$ cat config.mk
export PLATFORM = sky130hd
export DESIGN_NAME = unicode_codepoint_line_parser_top
export DESIGN_NICKNAME = d
export VERILOG_FILES = /design/src/ucp_pkg.sv /design/src/unicode_codepoint_line_parser_top.sv
export SDC_FILE = /design/constraint.sdc
export NUM_CORES = 1
export LEC_CHECK = 0
export ABC_CLOCK_PERIOD_IN_PS = 4600
export BUFFER_PORTS_ARGS = -buffer_cell sky130_fd_sc_hd__buf_2
export CAP_MARGIN = 20
export CORE_MARGIN = 5
export CORE_UTILIZATION = 58
export CTS_BUF_LIST = sky130_fd_sc_hd__clkbuf_16
export CTS_CLUSTER_SIZE = 25
export DETAILED_ROUTE_END_ITERATION = 8
export PLACE_DENSITY = 0.8
export SLEW_MARGIN = 20
export SYNTH_ARGS = -nofsm -noshare
export SYNTH_HDL_FRONTEND = slang
export SYNTH_SLANG_ARGS = --single-unit
$ cat constraint.sdc
create_clock -name clock -period 4.6 [get_ports clock]
set_input_delay 0 -clock clock [delete_from_list [all_inputs] [get_ports clock]]
set_output_delay 0 -clock clock [all_outputs]
set_load 0.02 [all_outputs]
$ cat src/ucp_pkg.sv
// Shared types, character codes and decode helpers for the code point line parser.
// Used by unicode_codepoint_line_parser_top; depends on nothing else.
`timescale 1ns / 1ps
`default_nettype none

package ucp_pkg;

   localparam int MAX_CODES = 128;
   localparam int DIGITS_MAX = 5;
   localparam logic [7:0] LIMIT_RESET = 8'd128;

   localparam logic [7:0] CHAR_NL = 8'h0A;
   localparam logic [7:0] CHAR_HASH = 8'h23;
   localparam logic [7:0] CHAR_PLUS = 8'h2B;
   localparam logic [7:0] CHAR_U_UP = 8'h55;
   localparam logic [7:0] CHAR_U_LO = 8'h75;

   typedef enum logic [2:0] {
      PH_LEAD = 3'd0,
      PH_LEAD_CMT = 3'd1,
      PH_GAP = 3'd2,
      PH_GAP_CMT = 3'd3,
      PH_PLUS = 3'd4,
      PH_DIGITS = 3'd5
   } phase_type;

   typedef enum logic [1:0] {
      EV_NONE = 2'd0,
      EV_LINE = 2'd1,
      EV_ERROR = 2'd2,
      EV_END = 2'd3
   } event_type;

   typedef struct packed {
      logic [7:0] byte_in;
      logic end_of_input;
   } req_item_type;

   typedef struct packed {
      logic code_valid;
      logic [19:0] code_point;
      event_type event_res;
      logic [7:0] line_count;
   } rsp_item_type;

   // space, tab, newline, vertical tab, form feed, carriage return
   function automatic logic is_ws(input logic [7:0] b);
      return b inside {8'h20, [8'h09:8'h0D]};
   endfunction

   // bit 4: valid hex digit, bits 3:0: its value
   function automatic logic [4:0] hex_decode(input logic [7:0] b);
      logic [4:0] res;
      res = '0;
      case (b) inside
         [8'h30:8'h39]: res = {1'b1, b[3:0]};
         [8'h41:8'h46], [8'h61:8'h66]: res = {1'b1, b[3:0] + 4'd9};
         default: res = '0;
      endcase
      return res;
   endfunction

endpackage

`default_nettype wire

$ cat src/unicode_codepoint_line_parser_top.sv
// Top level of the code point line parser: input register, parse logic, result register.
// Depends on ucp_pkg for item types, phase and event codes and character decode.
//
// Usage:
//   req_valid/req_stall/req_data carry one text byte or an end-of-input mark
//   per beat. rsp_valid/rsp_stall/rsp_data carry at most one result per input
//   beat: a completed code point, a line/error/end event, or both together
//   when a newline ends a token. Beats that produce nothing give no result.
//   csr_wr_en/csr_wr_data set the per-line token limit (capped at 128);
//   write it only while the block is idle.
// Path: a beat is held in the input register, then its result in the result
//   register, which drives rsp.
// Throughput: one beat per cycle except while a result waits on rsp_stall
//   (see Stall), set by the single parse step between the input register and the result register.
// Reset: synchronous; parser returns to the leading-skip phase with an empty
//   line, the limit returns to 128 and both registers are emptied.
// Stall: while rsp_stall holds a result, the block still takes beats that
//   produce no result; a beat that would produce one waits in the input
//   register and req_stall rises until the result register frees up.
`timescale 1ns / 1ps
`default_nettype none

module unicode_codepoint_line_parser_top import ucp_pkg::*; (
   input wire logic clock,
   input wire logic reset,
   input wire logic req_valid,
   output logic req_stall,
   input wire req_item_type req_data,
   output logic rsp_valid,
   input wire logic rsp_stall,
   output rsp_item_type rsp_data,
   input wire logic csr_wr_en,
   input wire logic [7:0] csr_wr_data
);

   localparam logic [7:0] LIMIT_CAP = 8'(MAX_CODES);
   localparam logic [2:0] DIGITS_LAST = 3'(DIGITS_MAX);

   logic [7:0] limit_ff;
   logic s1_valid_ff, s1_valid_in;
   req_item_type s1_item_ff;
   logic rsp_valid_ff, rsp_valid_in;
   rsp_item_type rsp_data_ff;

   phase_type phase_ff, phase_in;
   logic [7:0] count_ff, count_in;
   logic [19:0] acc_ff, acc_in;
   logic [2:0] digits_ff, digits_in;

   logic [7:0] limit;
   logic [7:0] b;
   logic eoi;
   logic [4:0] hex;
   logic [2:0] digits_inc;
   logic start_ok;
   event_type start_ev;
   event_type ev;
   logic emit;
   logic [19:0] cp;
   logic [7:0] line_cnt;
   logic has_result;
   logic s1_adv;
   logic req_take;

   assign limit = (limit_ff > LIMIT_CAP) ? LIMIT_CAP : limit_ff;
   assign b = s1_item_ff.byte_in;
   assign eoi = s1_item_ff.end_of_input;
   assign hex = hex_decode(b);
   assign digits_inc = digits_ff + 3'd1;
   assign start_ok = (count_ff < limit) && (b == CHAR_U_UP || b == CHAR_U_LO);
   assign start_ev = start_ok ? EV_NONE : EV_ERROR;

   always_comb begin
      phase_in = phase_ff;
      count_in = count_ff;
      acc_in = acc_ff;
      digits_in = digits_ff;
      ev = EV_NONE;
      emit = 1'b0;
      cp = '0;
      line_cnt = '0;
      case (phase_ff)
         PH_LEAD_CMT: begin
            if (eoi) ev = EV_END;
            else if (b == CHAR_NL) ev = EV_LINE;
         end
         PH_GAP, PH_GAP_CMT: begin
            if (eoi) ev = (count_ff != 8'd0) ? EV_LINE : EV_END;
            else if (b == CHAR_NL) ev = EV_LINE;
            else if (phase_ff == PH_GAP_CMT) ev = EV_NONE;
            else if (b == CHAR_HASH) phase_in = PH_GAP_CMT;
            else if (!is_ws(b)) begin
               ev = start_ev;
               phase_in = PH_PLUS;
            end
         end
         PH_PLUS: begin
            if (eoi || b != CHAR_PLUS) ev = EV_ERROR;
            else begin
               phase_in = PH_DIGITS;
               acc_in = '0;
               digits_in = '0;
            end
         end
         PH_DIGITS: begin
            if (eoi) ev = EV_ERROR;
            else if (is_ws(b)) begin
               emit = 1'b1;
               cp = acc_ff;
               count_in = count_ff + 8'd1;
               phase_in = PH_GAP;
               if (b == CHAR_NL) ev = EV_LINE;
            end else if (!hex[4]) ev = EV_ERROR;
            else begin
               acc_in = {acc_ff[15:0], hex[3:0]};
               digits_in = digits_inc;
               // token closes on its last allowed digit
               if (digits_inc >= DIGITS_LAST) begin
                  emit = 1'b1;
                  cp = {acc_ff[15:0], hex[3:0]};
                  count_in = count_ff + 8'd1;
                  phase_in = PH_GAP;
               end
            end
         end
         default: begin
            phase_in = PH_LEAD;
            if (eoi) ev = EV_END;
            else if (b == CHAR_HASH) phase_in = PH_LEAD_CMT;
            else if (!is_ws(b)) begin
               ev = start_ev;
               phase_in = PH_PLUS;
            end
         end
      endcase
      if (ev == EV_LINE) line_cnt = count_in;
      // any report restarts the line
      if (ev != EV_NONE) begin
         phase_in = PH_LEAD;
         count_in = '0;
         acc_in = '0;
         digits_in = '0;
      end
   end

   assign has_result = emit || (ev != EV_NONE);
   assign s1_adv = s1_valid_ff && (!has_result || !rsp_valid_ff || !rsp_stall);
   assign req_stall = s1_valid_ff && !s1_adv;
   assign req_take = req_valid && !req_stall;

   assign s1_valid_in = req_take || (s1_valid_ff && !s1_adv);
   assign rsp_valid_in = (s1_adv && has_result) || (rsp_valid_ff && rsp_stall);

   always_ff @(posedge clock) begin
      if (reset) begin
         limit_ff <= LIMIT_RESET;
         s1_valid_ff <= 1'b0;
         rsp_valid_ff <= 1'b0;
         phase_ff <= PH_LEAD;
         count_ff <= '0;
         acc_ff <= '0;
         digits_ff <= '0;
      end else begin
         if (csr_wr_en) limit_ff <= csr_wr_data;
         s1_valid_ff <= s1_valid_in;
         rsp_valid_ff <= rsp_valid_in;
         // advance parse state only when the held beat is consumed
         if (s1_adv) begin
            phase_ff <= phase_in;
            count_ff <= count_in;
            acc_ff <= acc_in;
            digits_ff <= digits_in;
         end
      end
   end

   always_ff @(posedge clock) begin
      if (req_take) s1_item_ff <= req_data;
      if (s1_adv && has_result) begin
         rsp_data_ff.code_valid <= emit;
         rsp_data_ff.code_point <= cp;
         rsp_data_ff.event_res <= ev;
         rsp_data_ff.line_count <= line_cnt;
      end
   end

   assign rsp_valid = rsp_valid_ff;
   assign rsp_data = rsp_data_ff;

   a_no_empty_result: assert property (@(posedge clock) disable iff (reset)
      rsp_valid_ff |-> (rsp_data_ff.code_valid || rsp_data_ff.event_res != EV_NONE))
      else $error("empty result in output register");

   a_count_bound: assert property (@(posedge clock) disable iff (reset)
      count_ff <= LIMIT_CAP)
      else $error("token count beyond cap");

   a_lead_empty: assert property (@(posedge clock) disable iff (reset)
      (phase_ff == PH_LEAD || phase_ff == PH_LEAD_CMT) |-> (count_ff == 8'd0))
      else $error("leading phase with tokens on line");

   a_stall_holds_beat: assert property (@(posedge clock) disable iff (reset)
      req_stall |-> (s1_valid_ff && has_result && rsp_valid_ff))
      else $error("input stalled without a blocked result");

   a_line_count_only_on_line: assert property (@(posedge clock) disable iff (reset)
      (rsp_valid_ff && rsp_data_ff.event_res != EV_LINE) |-> (rsp_data_ff.line_count == 8'd0))
      else $error("line count on non-line result");

endmodule

`default_nettype wire
Yosys cells after proc, flatten, opt, wreduce, memory -nomap -nowiden
Index checks and enable logic that the tools add are counted.
{"block": "totals", "regBits": 84, "inputBits": 22, "output_inout_bits": 33, "elab_cells": 141}
{"block": "op_classes", "addsub": 3, "n_lt_le_gt_ge": 11, "n_eq_ne": 23, "mux": 59, "bitwise": 1, "reduce_logical": 31}
{"op": "20-bit 2-to-1 mux", "n": 8}
{"op": "3-bit 2-to-1 mux", "n": 19}
{"op": "8-bit 2-to-1 mux", "n": 7}
{"op": "20-bit case mux with 2 select lines", "n": 1}
{"op": "2-bit 2-to-1 mux", "n": 13}
{"op": "3-bit inequality test (second input constant)", "n": 7}
{"op": "8-bit by 6-bit == test with 1-bit output (second input constant)", "n": 2}
{"op": "8-bit by 7-bit == test with 1-bit output (second input constant)", "n": 2}
{"op": "8-bit by 7-bit greater-or-equal comparator with 1-bit output (second input constant)", "n": 2}
{"op": "8-bit by 7-bit less-or-equal comparator with 1-bit output (second input constant)", "n": 2}
{"op": "4-bit inequality test (second input constant)", "n": 3}
{"op": "3-bit case mux with 4 select lines", "n": 1}
{"op": "1-bit logical AND", "n": 10}
{"op": "5-bit 2-to-1 mux", "n": 2}
{"op": "10-bit AND reduction", "n": 1}
{"op": "8-bit by 1-bit adder with 8-bit output (second input constant)", "n": 1}
{"op": "8-bit by 4-bit == test with 1-bit output (second input constant)", "n": 1}
{"op": "8-bit by 4-bit greater-or-equal comparator with 1-bit output (second input constant)", "n": 1}
{"op": "8-bit by 6-bit greater-or-equal comparator with 1-bit output (second input constant)", "n": 1}
{"op": "8-bit > comparator (second input constant)", "n": 1}
{"op": "8-bit by 4-bit less-or-equal comparator with 1-bit output (second input constant)", "n": 1}
{"op": "8-bit by 6-bit less-or-equal comparator with 1-bit output (second input constant)", "n": 1}
{"op": "8-bit less-than comparator", "n": 1}
{"op": "8-bit by 6-bit inequality test with 1-bit output (second input constant)", "n": 1}
{"op": "other kinds (19)", "n": 39}

Depth between registers and ports, before layout
Gate-level depths: netlist of run 1.
{"block": "depth", "word_depth": 22, "mapped_depth": 14, "ltp_nobuf": 12}

Worst setup path before layout of run 1
Ideal clock, no wire load.
{"block": "synth_path", "path_kind": "register to register", "start": "register s1_item_ff, in the netlist b[0]", "end": "register rsp_data_ff, in the netlist rsp_data[0], enable pin", "setup_ns": 0.440, "arrival_ns": 3.650, "required_time_ns": 4.160, "slack_ns": 0.510, "stages_incl_launch_ff": 8, "path_buffers": 0, "cell_sequence": "edfxtp_1 > inv_1 > ha_1 > o21bai_1 > a2111o_1 > a2111oi_4 > nor2_1 > a31oi_1"}
{"block": "synth_via", "elab_chain_len": 17, "elab_cells_between_ends": 50, "classes_between": "order compare (8); eq/ne (6); mux (20); reduce/logical (16)"}
{"item": "start: declaration", "line": "unicode_codepoint_line_parser_top.sv:41", "rtl": "req_item_type s1_item_ff;"}
{"item": "start signal: assignment", "line": "unicode_codepoint_line_parser_top.sv:178", "rtl": "if (req_take) s1_item_ff <= req_data;"}
{"item": "branches (longest 11 deep; another with 8-bit by 4-bit greater-or-equal comparator with 1-bit output)"}
{"item": "1-bit logical OR (*)", "line": "unicode_codepoint_line_parser_top.sv:146", "rtl": "assign has_result = emit || (ev != EV_NONE);"}
{"item": "1-bit zero test", "line": "unicode_codepoint_line_parser_top.sv:147", "rtl": "assign s1_adv = s1_valid_ff && (!has_result || !rsp_valid_ff || !rsp_stall);"}
{"item": "1-bit logical OR (2 in series)", "line": "unicode_codepoint_line_parser_top.sv:147"}
{"item": "1-bit logical AND", "line": "unicode_codepoint_line_parser_top.sv:147"}
{"item": "1-bit logical AND (*)", "line": "unicode_codepoint_line_parser_top.sv:179", "rtl": "if (s1_adv && has_result) begin"}
{"item": "end: declaration", "line": "unicode_codepoint_line_parser_top.sv:43", "rtl": "rsp_item_type rsp_data_ff;"}
Every way passes the cells marked *.
A chain may end at the register's enable or synchronous reset.

Worst setup path after layout of run 1
{"block": "layout_path", "start": "register s1_item_ff, in the netlist b[0]", "end": "register acc_ff[14]"}
{"block": "layout_via", "elab_chain_len": 17, "elab_cells_between_ends": 56, "classes_between": "order compare (8); eq/ne (10); mux (21); reduce/logical (17)"}
{"item": "branches (longest 17 deep; another with 8-bit by 4-bit greater-or-equal comparator with 1-bit output)"}
{"item": "end signal: assignment", "line": "unicode_codepoint_line_parser_top.sv:171", "rtl": "acc_ff <= acc_in;"}
{"item": "end: declaration", "line": "unicode_codepoint_line_parser_top.sv:47", "rtl": "logic [19:0] acc_ff, acc_in;"}
Parallel ways; which one is timed is not known.

==> flow_metrics.tcl, run 1 <==
set metrics [dict create \
    status "finished, final reports clean" \
    die_height_um 96.3 \
    num_io_pins 55 \
    cts_made_buffers 9 \
    fp.dieW_um 96.3 \
    clk_pin_slew_ns 0.07 \
    fill_cells 565 \
    routed_wl_mm 9.99 \
    antenna_left 0 \
    drt-pass1-iter-count 5 \
    min_period_ns 3.85 \
    max-cap-violations 0 \
    critPathSlowestCell "nor2_1" \
    grt_max_degree 34 \
    final_hold_viol_count 0 \
    start_util_pct 59.5 \
    dpl.hpwl_mm 6.65 \
    holdPathEnd "s1_valid_ff" \
    cpPeakStageDelay_ns 0.47 \
    tightest_slew_ns 0.781 \
    drt_iter0_drc 202 \
    p_leak_nw 1.94 \
    tritoncts "done" \
    drive_gt1_share_pct 17.9 \
    ys_seq_area_share_pct 48.2 \
    path_cells "inv_1 > ha_1 > nand2b_1 > o2111ai_1 > a2111oi_4 > buf_4 > nor2_1 > nand3_1 > o21ai_4 > a21boi_4 > buf_4 > mux2i_1" \
    syn_nets 464 \
    h-tree-depth 3 \
    end_kind "flop" \
    hold_depth 3 \
    path_buf_inv 3 \
    rsz0062_at_grt "false" \
    arrival_ns 4.11 \
    synth_edf_count 40 \
    ys_async_sr_fraction_pct 0 \
    critPathKind "flop to flop" \
    min-delay-path-class "input pin to flop" \
    yosysUniqueCellTypes 60 \
    io_buffers 54 \
    r2r_start "b[0]" \
    ys_ff_latch 84 \
    worstPathMaxFanout 22 \
    power.total_mw 1.67 \
    synth_top_flop_cell "dfxtp_1" \
    path_delay_family "compound AO/OA/AOI/OAI gates" \
    post_cts_buffers 0 \
    dp_slack_ns 0.858 \
    reg2reg_to "acc_ff[14]" \
    clock_latency_ns 0.34 \
    holdBufCountCts 18 \
    fin_setup_tns_ns 0 \
    final_nets 532 \
    power.density_nw_per_um2 324 \
    fin_skew_ns 0.00615 \
    rows 31 \
    gr-total-overflow 0 \
    synth_cells 425 \
    clockRootBuffer "clkbuf_16" \
    cp.required_ns 4.86 \
    avgRoutedWirePerCell_um 16.7 \
    clock_path_buffers 2 \
    ff2ff_path_depth 12 \
    antenna_found_initial 0 \
    period_share_pct 83.7 \
    antenna_cells 0 \
    vdd_drop_max_v 0.000208 \
    clock-sinks 84 \
    cts_resized 0 \
    fin_ws_ns 0.748 \
    crit_path_frequent_cell "buf_4" \
    grt_pass1_wl_mm 16.9 \
    fmax_mhz 260 \
    drcViolationCount 0 \
    place_congestion 0.935 \
    syn_area_um2 4320 \
    via_count 3550 \
    syn_to_final_growth_pct 19.5 \
    max_slew_margin_pct 47.9 \
    min-delay-start "rsp_stall" \
    dieArea_um2 9270 \
    design.core.area_um2 7250 \
    postSynthAreaPerCell_um2 10.2 \
    grt_util_all_layers_pct 23.5 \
    vias_per_cell 5.95 \
    r2r_slack_ns 0.75 \
    start_kind "flop" \
    grt_pass1_vias 3546 \
    maxSlewViolCount 0 \
    yosys_warnings 0 \
    setup_violations 0 \
]
==> cell usage after synthesis, types with 10 or more instances <==
| cell | n | area [um^2] |
|---|---|---|
| a21oi_1 | 18 | 90.1 |
| a22o_1 | 20 | 175 |
| clkbuf_1 | 14 | 52.6 |
| dfxtp_1 | 44 | 881 |
| edfxtp_1 | 40 | 1200 |
| ha_1 | 17 | 213 |
| inv_1 | 14 | 52.6 |
| mux2i_1 | 28 | 280 |
| nand2_1 | 55 | 206 |
| nand3_1 | 27 | 135 |
| nor2_1 | 32 | 120 |
| nor3_1 | 10 | 50.1 |
==> layout by cell type, fill, tap and decap left out, types with 3 or more instances in the layout <==
cell / n
ha_1: 17
a22o_1: 20
inv_1: 15
o211ai_1: 4
and3_1: 3
o21ai_0: 8
mux2_1: 3
edfxtp_1: 40
mux2i_1: 28
clkbuf_16: 9
nor3_1: 10
buf_2: 54
nor4_1: 3
nand2b_1: 4
and2_1: 3
xnor2_1: 6
dfxtp_1: 44
o2111ai_1: 5
a21oi_1: 18
inv_2: 3
buf_4: 5
nand4_1: 4
nor2b_1: 4
xor2_1: 4
nand3_1: 27
nand2_1: 55
dlygate4sd3_1: 18
nor2_1: 31
o21ai_1: 4
==> cell families (layout without fill, tap and decap cells) <==
kind of cell	Yosys count	count (layout)	synth area share [%]
AND/OR/NAND/NOR	159	159	17.9
AO/OA/AOI/OAI	85	85	15.7
multiplexers	31	31	7.28
buffers and inverters	39	112	3.86
adder cells (fa/ha/maj)	17	17	4.93
flip-flops	84	84	48.2
XOR/XNOR	10	10	2.03
==> per-layer routing <==
metal | routed length, um | global-route usage, % | vias to the layer above
li1 | - | - | 1701
met1 | 4060 | 29.5 | 1669
met2 | 4960 | 39.4 | 152
met3 | 712 | 4.61 | 28
met4 | 261 | 9.48 | 0
met5 | 0 | 0 | -
==> sequential cells by signal, indices dropped and copies added (netlist names) <==
register	flops
rsp_valid	1
acc_ff	20
count_ff	8
digits_ff	3
rsp_data	31
eoi	1
s1_valid_ff	1
phase_ff	3
b	8
limit_ff	8
==> worst register-to-register path, cell delays in order (launching register included) <==
cell and delay (ns):
edfxtp_1 0.46, inv_1 0.14, ha_1 0.26, nand2b_1 0.11, o2111ai_1 0.45, a2111oi_4 0.14
buf_4 0.25, nor2_1 0.48, nand3_1 0.21, o21ai_4 0.29, a21boi_4 0.43, buf_4 0.34
mux2i_1 0.24
==> worst max-delay path by stage <==
stage	startpoint	end	slack [ns]	cells past startpoint
after floorplan	b[0]	rsp_data[0]	0.51	7
final	b[0]	acc_ff[14]	0.75	12
after detailed placement	b[0]	acc_ff[13]	0.86	12
after global placement	b[0]	acc_ff[19]	1.08	12
after CTS	b[0]	acc_ff[14]	0.81	12
after global routing	b[0]	acc_ff[11]	0.46	12
==> power by group <==
group	leakage, nW	internal (mW)	switching [mW]	total, mW
clock network	0.144	0.424	0.310	0.734
logic	1.04	0.0493	0.0724	0.122
registers	0.748	0.801	0.0153	0.817
total	1.94	1.27	0.398	1.67
==> cell type report <==
| class | instances | area (um^2) | share of cell area (%) |
|---|---|---|---|
| Timing Repair Buffer | 77 | 488 | 9.47 |
| Tap cell | 99 | 124 | 2.40 |
| Multi-Input combinational cell | 302 | 2090 | 40.5 |
| Clock inverter | 7 | 75.1 | 1.46 |
| Clock buffer | 9 | 225 | 4.37 |
| Inverter | 19 | 71.3 | 1.38 |
| Sequential cell | 84 | 2080 | 40.4 |
==> per-stage QoR <==
step | cells | hold WS, ns | instance area (um^2) | utilization, %
after floorplan | 425 | 0.0989 | 4320 | -
after global placement | 563 | 0.177 | 4670 | 64.4
after detailed placement | 563 | 0.180 | 4670 | 64.4
after CTS | 597 | 0.0171 | 5150 | 71.1
after global routing | 597 | 0.0425 | 5150 | 71.1
final | 597 | 0.0280 | 5150 | 71.1
No activity file was read; power rests on OpenSTA's default activity.
==> run 2: changes to the inputs <==
--- a/config.mk
+++ b/config.mk
@@ -5,15 +5,16 @@
 export SDC_FILE = /design/constraint.sdc
 export NUM_CORES = 1
 export LEC_CHECK = 0
-export ABC_CLOCK_PERIOD_IN_PS = 4600
+export ABC_AREA = 1
+export ABC_CLOCK_PERIOD_IN_PS = 3700
 export BUFFER_PORTS_ARGS = -buffer_cell sky130_fd_sc_hd__buf_2
 export CAP_MARGIN = 20
 export CORE_MARGIN = 5
-export CORE_UTILIZATION = 58
+export CORE_UTILIZATION = 59
 export CTS_BUF_LIST = sky130_fd_sc_hd__clkbuf_16
 export CTS_CLUSTER_SIZE = 25
 export DETAILED_ROUTE_END_ITERATION = 8
-export PLACE_DENSITY = 0.8
+export PLACE_DENSITY = 0.81
 export SLEW_MARGIN = 20
 export SYNTH_ARGS = -nofsm -noshare
 export SYNTH_HDL_FRONTEND = slang
==> constraint.sdc (replaced) <==
create_clock -name clock -period 3.7 [get_ports clock]
set_input_delay 0 -clock clock [delete_from_list [all_inputs] [get_ports clock]]
set_output_delay 0 -clock clock [all_outputs]
set_load 0.02 [all_outputs]
==> run 2 against run 1 <==
Against the previous run: global-route usage fell by 1.3 points; sequential share of layout area down 2.6 points; critical path depth is 9 higher; final cell count grew 31%; clock power increased by 23%; combinational power rose to 3.1 times the previous value; synthesized cell count is 43% higher; sequential power up 31%; die area rose by 5.8%; worst hold slack lost 0.010 ns; first-iteration DRC count rose by 38%; clock-buffer cell count unchanged; largest power group unchanged.
==> flow_metrics.tcl, run 2 <==
set metrics [dict create \
    syn_area_um2 4670 \
    p_int_mw 1.68 \
    maxSlewViolCount 0 \
    num_io_pins 55 \
    worstPathMaxFanout 31 \
    die_height_um 99.0 \
    max_slew_margin_pct 44.7 \
    fin_setup_tns_ns 0 \
    grt_util_all_layers_pct 22.2 \
    drcViolationCount 0 \
    vdd_drop_max_v 0.000253 \
    vias_per_cell 5.28 \
    end_kind "flop" \
    antenna_found_initial 0 \
    synth_top_flop_cell "dfxtp_1" \
    syn_nets 646 \
    synth_area_leaders "edfxtp_1 26%, dfxtp_1 19%, nor2_1 10%" \
    routed_wl_mm 10.4 \
    fin_ws_ns 0.420 \
    ys_seq_area_share_pct 44.5 \
    clock_path_buffers 2 \
    arrival_ns 3.32 \
    place_congestion 1.01 \
    start_kind "flop" \
    hold_depth 3 \
    synth_top_area_share_pct 25.7 \
    clk_pin_slew_ns 0.06 \
    grt_pass1_wl_mm 17.8 \
    period_share_pct 88.6 \
    ff2ff_path_depth 21 \
    final_hold_viol_count 0 \
    placed_cell_area_um2 4980 \
    drive_gt1_share_pct 14.9 \
    io_buffers 54 \
    drt_iter0_drc 279 \
    yosysTopAreaCell "edfxtp_1" \
    holdPathEnd "limit_ff[1]" \
    clock-sinks 84 \
    drt-pass1-iter-count 5 \
    dieArea_um2 9800 \
    cts_made_buffers 9 \
    fmax_mhz 305 \
    synth_cells 607 \
    postSynthAreaPerCell_um2 7.70 \
    min-delay-path-class "input pin to flop" \
    syn_to_final_growth_pct 18.0 \
    fin_skew_ns 0.00455 \
    antenna_left 0 \
    layout_common_cells "126 x nor2_1, 110 x nand2_1, 81 x inv_1, 54 x buf_2, 44 x dfxtp_1" \
    cpPeakStageDelay_ns 0.32 \
    pwr-share-seq_pct 45.4 \
    r2r_start "limit_ff[4]" \
    yosys_warnings 0 \
    antenna_cells 0 \
    synth_edf_count 40 \
    yosysUniqueCellTypes 40 \
    setup_violations 0 \
    rsz0062_at_grt "false" \
    status "finished, final reports clean" \
    critPathSlowestCell "dfxtp_1" \
    post-route-util_pct 71.4 \
    netlist_top_cells_count "126 x nor2_1, 110 x nand2_1, 82 x inv_1" \
    p_switching_mw 0.661 \
    combPwrFrac_pct 16.2 \
    power.total_mw 2.35 \
    clockRootBuffer "clkbuf_16" \
    dp_slack_ns 0.299 \
    ys_ff_latch 84 \
    rows 32 \
    path_cells "nor3_1 > nand3_1 > nand2_1 > nand2_1 > ha_1 > a21oi_1 > nor2_1 > nor3_1 > nand2_1 > nand2_1 > nand2_1 > nand2_1 > nand2_1 > nand2_8 > nand3_4 > nand2_8 > nand2_2 > inv_4 > nand2_1 > inv_1 > buf_12" \
    design.core.area_um2 7730 \
    final_nets 714 \
    start_util_pct 60.5 \
    via_count 4131 \
    p_leak_nw 2.50 \
    fp.dieW_um 99.0 \
    largest_reg_flops 31 \
    dpl.hpwl_mm 7.05 \
    sw_frac_of_total_pct 28.2 \
    synth.most_common_cell "nor2_1" \
    final_common_cell "nor2_1" \
    tightest_slew_ns 0.828 \
    gr-total-overflow 0 \
    clock_latency_ns 0.34 \
    ys_async_sr_fraction_pct 0 \
    critPathKind "flop to flop" \
    tritoncts "done" \
    fin_area_um2 5520 \
    min_period_ns 3.28 \
    crit_path_frequent_cell "nand2_1" \
    power.density_nw_per_um2 425 \
    h-tree-depth 3 \
    max-cap-violations 0 \
    grt_pass1_vias 3960 \
    r2r_slack_ns 0.42 \
    min-delay-start "csr_wr_en" \
    reg2reg_to "rsp_data[13]" \
    cp.required_ns 3.74 \
    avgRoutedWirePerCell_um 13.3 \
    grt_max_degree 42 \
    pwr-share-clk_pct 38.4 \
]
-- run 2: repair_timing --
| action | in CTS | in global routing |
|---|---|---|
| resized for setup | 0 | 3 |
| hold buffers | 21 | 0 |
| setup buffers | 0 | 1 |
| endpoints found under the setup margin | 0 | 32 |
| hold endpoints to repair | 19 | 0 |
-- run 2: how the worst max path moves through the flow --
stage	slack, ns	endpoint	depth (start not counted)	start
finish	0.42	rsp_data[13]	21	limit_ff[4]
global route	0.01	rsp_data[17]	21	limit_ff[4]
CTS	0.26	rsp_data[24]	21	limit_ff[4]
detailed placement	0.30	rsp_data[15]	21	limit_ff[4]
global placement	0.47	rsp_data[16]	21	limit_ff[4]
floorplan	0.60	rsp_data[0]	20	limit_ff[4]
-- run 2: routing by layer --
layer,share of wire [%],track usage (%),vias up
met5,0,0,-
li1,-,-,2119
met2,49,38.7,157
met3,6.5,3.68,26
met1,42,26.9,1829
met4,2.5,9.56,0
-- run 2: cell type report --
type / instances / area, um^2
inverter: 94 / 355
clock buffer: 9 / 225
clock inverter: 7 / 75.1
timing repair buffer: 79 / 523
tap: 102 / 128
fill: 622 / 2210
sequential: 84 / 2080
multi-input combinational: 407 / 2130
-- run 2: kinds of logic (layout without fill, tap and decap cells) --
logic type	after synthesis	after routing	synth area share [%]
buffers and inverters	116	189	10.3
xor gates and xnor gates	6	6	1.12
AOI/OAI and AO/OA	66	66	8.83
DFF	84	84	44.5
adders and majority gates	17	17	4.55
and+or+nand+nor	318	318	30.6
-- run 2: power by group through the flow --
stage               logic [mW]  registers (mW)  clock network (mW)
floorplan                0.260            1.09                   0
global placement         0.335            1.08                   0
detailed placement       0.346            1.09                   0
CTS                      0.370            1.07               0.905
global route             0.429            1.07               0.938
finish                   0.379            1.07               0.900
-- run 2: through the flow --
stage	hold WS (ns)	std cells
floorplan	0.0691	607
global placement	0.177	744
detailed placement	0.178	744
CTS	0.0270	781
global route	0.0786	782
finish	0.0180	782
-- run 2: worst max-delay path, delay by kind of cell, from the launching register on --
| family | cells | cell delay (ns) |
|---|---|---|
| AOI/OAI and AO/OA | 1 | 0.15 |
| adders and majority gates | 1 | 0.29 |
| buffers and inverters | 3 | 0.42 |
| DFF | 1 | 0.32 |
| and+or+nand+nor | 16 | 1.80 |
